**src/hdl/nfa_pkg.sv**
```systemverilog
package nfa_pkg;

    localparam int ADDR_W       = 16;
    localparam int SIZE_W       = 17;
    localparam int BYTES_W      = 20;
    localparam int HEAP_UNITS   = 65536;
    localparam int UNIT_SHIFT   = 4;                    // 16-byte units
    localparam int A_GUARD_W    = 18;
    localparam int I_GUARD_W    = 17;
    localparam int A_GUARD_MAX  = 2 * HEAP_UNITS + 4;
    localparam int I_GUARD_MAX  = HEAP_UNITS;

    localparam logic ACT_ALLOC = 1'b0;
    localparam logic ACT_FREE  = 1'b1;

    typedef enum logic [3:0] {
        ST_IDLE,
        ST_A_FIRST,
        ST_A_CHECK,
        ST_A_CARVE,
        ST_I_START,
        ST_I_WALK,
        ST_M_HB,
        ST_M_NEXT,
        ST_M_PREV,
        ST_R_READ,
        ST_R_RESUME,
        ST_DONE
    } nfa_state_t;

    typedef enum logic [4:0] {
        CMD_NONE,
        CMD_ALLOC_LOAD,
        CMD_FREE_LOAD,
        CMD_DONE0,
        CMD_OOM,
        CMD_A_FIRST,
        CMD_A_EXACT,
        CMD_A_CARVE1,
        CMD_A_CARVE2,
        CMD_A_GROW,
        CMD_A_NEXT,
        CMD_A_RESUME,
        CMD_I_START,
        CMD_I_BREAK,
        CMD_I_NEXT,
        CMD_M_HB,
        CMD_M_NEXT,
        CMD_M_PREV,
        CMD_R_READ,
        CMD_EMIT
    } nfa_cmd_t;

    typedef struct packed {
        logic fit_exact;
        logic fit_carve;
        logic at_rover;
        logic grow_fail;
        logic a_guard_last;
        logic ins_break;
        logic i_guard_last;
        logic addr_zero;
        logic out_busy;
    } nfa_status_t;

endpackage

```
**src/hdl/nfa_ctrl.sv**
```systemverilog
module nfa_ctrl
    import nfa_pkg::*;
(
    input  logic        aclk,
    input  logic        aresetn,
    input  logic        s_valid,
    input  logic        s_action,
    output logic        s_ready,
    input  nfa_status_t status,
    output nfa_cmd_t    cmd
);

    nfa_state_t state_reg, state_next;
    logic       from_alloc_reg, from_alloc_next;

    always_ff @(posedge aclk) begin
        if (!aresetn) begin
            state_reg      <= ST_IDLE;
            from_alloc_reg <= 1'b0;
        end else begin
            state_reg      <= state_next;
            from_alloc_reg <= from_alloc_next;
        end
    end

    // next state
    always_comb begin
        state_next      = state_reg;
        from_alloc_next = from_alloc_reg;
        case (state_reg)
            ST_IDLE: begin
                if (s_valid) begin
                    if (s_action == ACT_ALLOC) begin
                        state_next = ST_A_FIRST;
                    end else if (status.addr_zero) begin
                        state_next = ST_DONE;
                    end else begin
                        state_next      = ST_I_START;
                        from_alloc_next = 1'b0;
                    end
                end
            end
            ST_A_FIRST:  state_next = ST_A_CHECK;
            ST_A_CHECK: begin
                if (status.fit_exact) begin
                    state_next = ST_DONE;
                end else if (status.fit_carve) begin
                    state_next = ST_A_CARVE;
                end else if (status.at_rover) begin
                    if (status.grow_fail) begin
                        state_next = ST_DONE;
                    end else begin
                        state_next      = ST_I_START;
                        from_alloc_next = 1'b1;
                    end
                end else if (status.a_guard_last) begin
                    state_next = ST_DONE;
                end
            end
            ST_A_CARVE:  state_next = ST_DONE;
            ST_I_START:  state_next = ST_I_WALK;
            ST_I_WALK: begin
                if (status.ins_break) begin
                    state_next = ST_M_HB;
                end else if (status.i_guard_last) begin
                    state_next = ST_DONE;
                end
            end
            ST_M_HB:     state_next = ST_M_NEXT;
            ST_M_NEXT:   state_next = ST_M_PREV;
            ST_M_PREV:   state_next = from_alloc_reg ? ST_R_READ : ST_DONE;
            ST_R_READ:   state_next = ST_R_RESUME;
            ST_R_RESUME: state_next = status.a_guard_last ? ST_DONE : ST_A_CHECK;
            ST_DONE: begin
                if (!status.out_busy) begin
                    state_next = ST_IDLE;
                end
            end
            default:     state_next = ST_IDLE;
        endcase
    end

    // outputs
    always_comb begin
        cmd     = CMD_NONE;
        s_ready = 1'b0;
        case (state_reg)
            ST_IDLE: begin
                s_ready = 1'b1;
                if (s_valid) begin
                    if (s_action == ACT_ALLOC) begin
                        cmd = CMD_ALLOC_LOAD;
                    end else if (status.addr_zero) begin
                        cmd = CMD_DONE0;
                    end else begin
                        cmd = CMD_FREE_LOAD;
                    end
                end
            end
            ST_A_FIRST:  cmd = CMD_A_FIRST;
            ST_A_CHECK: begin
                if (status.fit_exact) begin
                    cmd = CMD_A_EXACT;
                end else if (status.fit_carve) begin
                    cmd = CMD_A_CARVE1;
                end else if (status.at_rover) begin
                    cmd = status.grow_fail ? CMD_OOM : CMD_A_GROW;
                end else if (status.a_guard_last) begin
                    cmd = CMD_OOM;
                end else begin
                    cmd = CMD_A_NEXT;
                end
            end
            ST_A_CARVE:  cmd = CMD_A_CARVE2;
            ST_I_START:  cmd = CMD_I_START;
            ST_I_WALK: begin
                if (status.ins_break) begin
                    cmd = CMD_I_BREAK;
                end else if (status.i_guard_last) begin
                    cmd = from_alloc_reg ? CMD_OOM : CMD_DONE0;
                end else begin
                    cmd = CMD_I_NEXT;
                end
            end
            ST_M_HB:     cmd = CMD_M_HB;
            ST_M_NEXT:   cmd = CMD_M_NEXT;
            ST_M_PREV:   cmd = CMD_M_PREV;
            ST_R_READ:   cmd = CMD_R_READ;
            ST_R_RESUME: cmd = status.a_guard_last ? CMD_OOM : CMD_A_RESUME;
            ST_DONE: begin
                if (!status.out_busy) begin
                    cmd = CMD_EMIT;
                end
            end
            default:     cmd = CMD_NONE;
        endcase
    end

endmodule

```
**config.mk**
```make
export PLATFORM = sky130hd
export DESIGN_NAME = nfa_ctrl
export DESIGN_NICKNAME = d
export VERILOG_FILES = /design/src/hdl/nfa_pkg.sv /design/src/hdl/nfa_ctrl.sv
export SDC_FILE = /design/constraint.sdc
export NUM_CORES = 1
export LEC_CHECK = 0
export ABC_AREA = 1
export BUFFER_PORTS_ARGS = -buffer_cell sky130_fd_sc_hd__buf_2
export CAP_MARGIN = 20
export CORE_MARGIN = 2
export CORE_UTILIZATION = 45
export CTS_CLUSTER_SIZE = 25
export DETAILED_ROUTE_END_ITERATION = 8
export GPL_TIMING_DRIVEN = 0
export PLACE_DENSITY = 0.77
export SLEW_MARGIN = 20
export SYNTH_ARGS = -nofsm -noshare
export SYNTH_HDL_FRONTEND = slang
export SYNTH_SLANG_ARGS = --single-unit
```
**constraint.sdc**
```tcl
create_clock -name aclk -period 1.2 [get_ports aclk]
set_input_delay 0.24 -clock aclk [delete_from_list [all_inputs] [get_ports aclk]]
set_output_delay 0.24 -clock aclk [all_outputs]
set_load 0.05 [all_outputs]
```
Yosys cells after proc, flatten, opt, wreduce, memory -nomap -nowiden
Cells that the tools add are included.

Logic and storage cells: 64. Input port bits: 13. Register bits after elaboration: 5.

Eq/ne operators: 21. Multiplexer cells: 37. Reductions and logical operators: 4.

Operators with widths (number): $mux 4 (20); $pmux 5 s12 (1); $pmux 4 s12 (1); $eq 4x3->1 const B (4); $eq 4x4->1 const B (4); $ne 2x2->1 const B (8); $mux 1 (9); $eq 4x2->1 const B (2); $reduce_and 8->1 (1); $mux 2 (3); $mux 5 (1); $ne 5x5->1 const B (1); $eq 4x1->1 const B (1); $logic_not 4->1 (1); $reduce_and 4->1 (1); $mux 3 (1); $ne 3x3->1 const B (1); $pmux 1 s2 (1); $reduce_bool 2->1 (1).

Logic depth before layout (Yosys ltp)
Depth in word-level cells: 5. Depth in mapped cells: 9. Mapped depth without buffers: 9.

Least setup slack after synthesis
Ideal clock, no wire load.

Kind: flip-flop to output port. Start: register state_reg[2]. End: output port cmd[0]. Arrival time: 1.529 ns. Data required time: 0.960 ns. Cell stages (with the launch flop): 6. Path buffers: 0. Slack: -0.569 ns. Cells stage by stage: dfxtp_1 > nor2_2 > nand2_1 > inv_1 > a31oi_1 > nand3_1.

Cells in the longest elaborated chain, start to end: 2. Elaborated cells between the ends (all ways): 13. Classes of those cells: 11 x eq/ne; 1 x mux; 1 x reduce/logical.

RTL lines: from (decl) (line nfa_ctrl.sv:13) `nfa_state_t state_reg, state_next;`; from (signal assigned) (line nfa_ctrl.sv:21) `state_reg <= state_next;`; $eq 4x4->1, or another cell as far along (line nfa_ctrl.sv:87) `case (state_reg)`; $pmux 5 s12 * (line nfa_ctrl.sv:87); to (decl) (line nfa_ctrl.sv:10) `output nfa_cmd_t cmd`.

Every way passes the cells marked *; elsewhere a longest branch is shown, timed or not.

Final worst setup path
Start: register state_reg[0]. End: output port cmd[3].

The elaborated chain is that of the path after synthesis.

==> flow_summary.json <==
{
  "placed_area_sq_um": 807,
  "cts_root_buf": "sky130_fd_sc_hd__clkbuf_4",
  "vdd.ir_drop.worst_mv": 1.63,
  "cp_num_buf_inv": 3,
  "routed_wirelength_mm": 2.51,
  "syn_nets": 148,
  "violations_in_the_final_reports": "setup timing",
  "cts_buf_count": 3,
  "final_net_count": 179,
  "timing_worst_slew_pin_value_ps": 287,
  "die_height_microns": 42.6,
  "reg2regPathDepth": 10,
  "hold_violations": 0,
  "antenna-diode-count": 0,
  "fp.coreArea_sq_um": 1350,
  "antenna_found_initial": 0,
  "powerDensity_nw_per_um2": 2520,
  "layout.cells.non_filler": 180,
  "cts.path.max_buffers": 2,
  "multi_input_comb_area_sq_um": 641,
  "setup_repair_after_global_routing_missed_its_margin": "yes",
  "pins_over_slew_limit": 0,
  "synth.lib_cells_used.distinct": 17,
  "layout.area.seq_sq_um": 115,
  "netSwitchingPower_mw": 1.58,
  "timing.critical_path.from_type": "register",
  "worstPathRequired_ps": 960,
  "drt_pass1_iterations": 5,
  "critical_path.reg2reg.startpoint": "state_reg[1]",
  "grt.total_usage_pct": 25.7,
  "syn-instance-count": 135,
  "drc_markers": 0,
  "die-area_sq_um": 1810,
  "clock.fmax_mhz": 595,
  "timing_worst_setup_path_type": "register to output port",
  "crit_fanout": 6,
  "drt-vias-per-instance": 5.96,
  "grt_max_degree": 9,
  "tns_ps": -3180,
  "endpoint_type_of_the_worst_setup_path": "output port",
  "clk_pin_slew_ps": 50,
  "crit_family": "simple AND/OR/NAND/NOR gates",
  "fin_total_pwr_mw": 2.72,
  "antenna_violating_nets_post_route": 0,
  "post_route_cells_drive_above_1_share_pct": 44.8,
  "pwr-share-clk_pct": 7.1,
  "placement.io_buffers": 18,
  "routedWlPerCell_microns": 13.9,
  "data_arrival_time_at_the_worst_slack_endpoint_ps": 1440,
  "critical-path-slowest-cell": "sky130_fd_sc_hd__dfxtp_4",
  "power.share.sequential_pct": 13.5,
  "area.growth.synth_to_final_pct": 61.3,
  "clock_sink_count": 5,
  "finalWeightedCongestion": 0.970,
  "post_synth.cell_area_avg_sq_um": 4.96,
  "floorplan.initialDensity_pct": 49.6,
  "dr_iter_0_viols": 72,
  "timing.clock.skew_ps": 3.68,
  "largest_register_ff_count": 4,
  "cp_slowest_stage_delay_ps": 370,
  "power.combinational.fraction_pct": 79.4,
  "whs_ps": 243,
  "slew_headroom_pct": 80.8,
  "synth.yosys.seq_area_share_pct": 15.0,
  "finalInstanceArea_sq_um": 1080,
  "cp_cell_sequence": "inv_4 > nand2_2 > nor2_4 > nand2_1 > inv_1 > a21oi_1 > nand4_1 > buf_6",
  "insertion_delay_ps": 240,
  "power_switching_share_pct": 58.0,
  "cts_hold_repair.buffers": 0,
  "syn-cell-area_sq_um": 669,
  "fin_crit_sh_pct": 140,
  "worstHoldPathType": "input port to register",
  "row_count": 13,
  "path_depth": 8,
  "cts_tree": "done",
  "timing.final.ws_setup_ps": -481,
  "detailed_place_hpwl_mm": 1.61,
  "dp_cells": 168,
  "cap_viol_max_count": 0,
  "hp-start": "aresetn",
  "fp.dieW_microns": 42.6,
  "yosys_warns": 0,
  "fill_cells": 90,
  "io_pins": 19,
  "intPower_mw": 1.14,
  "fin_crit_ps": 1680,
  "grt_overflow": 0,
  "min_path_cells": 3,
  "crit_start": "state_reg[0]",
  "dr_total_vias": 1073,
  "setup_viol": 11,
  "wire_length_of_the_first_global_routing_pass_mm": 3.66,
  "power.leakage_nw": 0.559,
  "synth-seq-cells": 5,
  "first_global_vias": 898,
  "run_status": "finished with violations",
  "cts.htree.levels": 1
}
## repair_timing
item,4_1_cts,5_1_grt
resized for setup,39,20
endpoints found under the setup margin,11,11
setup buffers,5,3
pin swaps,6,10
## worst register-to-register path: cells and delay by family (launching register included)
| family | cells | cell delay [ps] |
|---|---|---|
| flops | 1 | 400 |
| buf+inv | 3 | 280 |
| simple gates | 5 | 400 |
| compound gates | 2 | 290 |
## synth_stat cells, drive strengths merged
master	instances	area, sq um
nand2	50	188
nor2	28	130
inv	17	63.8
a21oi	12	60.1
nand3	11	55.1
dfxtp	5	100
a31oi	3	18.8
o21ai	3	15.0
nand4	2	12.5
nand3b	1	7.51
nor3	1	5.00
nor3b	1	7.51
or2	1	6.26
## final timing paths
check	end	slack [ps]
min	from_alloc_reg	240
min reg2reg	state_reg[0]	570
max	cmd[3]	-480
max reg2reg	state_reg[0]	-220
## power groups by stage
stage	logic, mW	registers [mW]	clock network (mW)
5_1_grt	2.26	0.373	0.218
2_1_floorplan	1.25	0.295	0
4_1_cts	1.92	0.343	0.199
3_3_place_gp	1.53	0.307	0
3_5_place_dp	1.55	0.310	0
6_report	2.16	0.367	0.193
## layer usage
layer	vias up	share of wire, %	global-route usage [%]
met5	-	0	0
met4	0	4.0	10.6
met3	22	9.7	3.45
met2	84	49	43.7
met1	471	38	32.1
li1	496	-	-
## placed cells by master (no fill, tap or decap), types with 2 or more instances in the layout
cell and count:
sky130_fd_sc_hd__a21oi_1 8, sky130_fd_sc_hd__a21oi_2 4, sky130_fd_sc_hd__a31oi_1 2, sky130_fd_sc_hd__buf_2 12, sky130_fd_sc_hd__buf_4 6, sky130_fd_sc_hd__buf_6 7, sky130_fd_sc_hd__clkbuf_4 3, sky130_fd_sc_hd__dfxtp_4 4
sky130_fd_sc_hd__inv_1 11, sky130_fd_sc_hd__inv_4 3, sky130_fd_sc_hd__nand2_1 41, sky130_fd_sc_hd__nand2_2 6, sky130_fd_sc_hd__nand2_4 3, sky130_fd_sc_hd__nand3_1 9, sky130_fd_sc_hd__nand3_2 2, sky130_fd_sc_hd__nand4_1 2
sky130_fd_sc_hd__nor2_1 13, sky130_fd_sc_hd__nor2_2 7, sky130_fd_sc_hd__nor2_4 8, sky130_fd_sc_hd__o21ai_1 2
## logic make-up (layout without fill, tap and decap cells)
| family | after synthesis | count (layout) | share of synthesized area (%) |
|---|---|---|---|
| and+or+nand+nor | 95 | 95 | 61.5 |
| DFF | 5 | 5 | 15.0 |
| buffers and inverters | 17 | 47 | 9.53 |
| AOI/OAI and AO/OA | 18 | 18 | 14.0 |
## through the flow
step,util [%],setup WS [ps]
final,80.0,-481
after global routing,80.0,-548
after CTS,72.7,-454
after detailed placement,59.8,-445
after global placement,59.8,-440
after floorplan,-,-337
## layout make-up
type | count | share of cell area, %
clock buffer | 4 | 2.43
tap | 15 | 1.74
multi-input combinational | 113 | 59.3
timing repair buffer | 26 | 18.4
sequential | 5 | 10.7
inverter | 17 | 7.42
No activity file was read; power rests on OpenSTA's default activity.
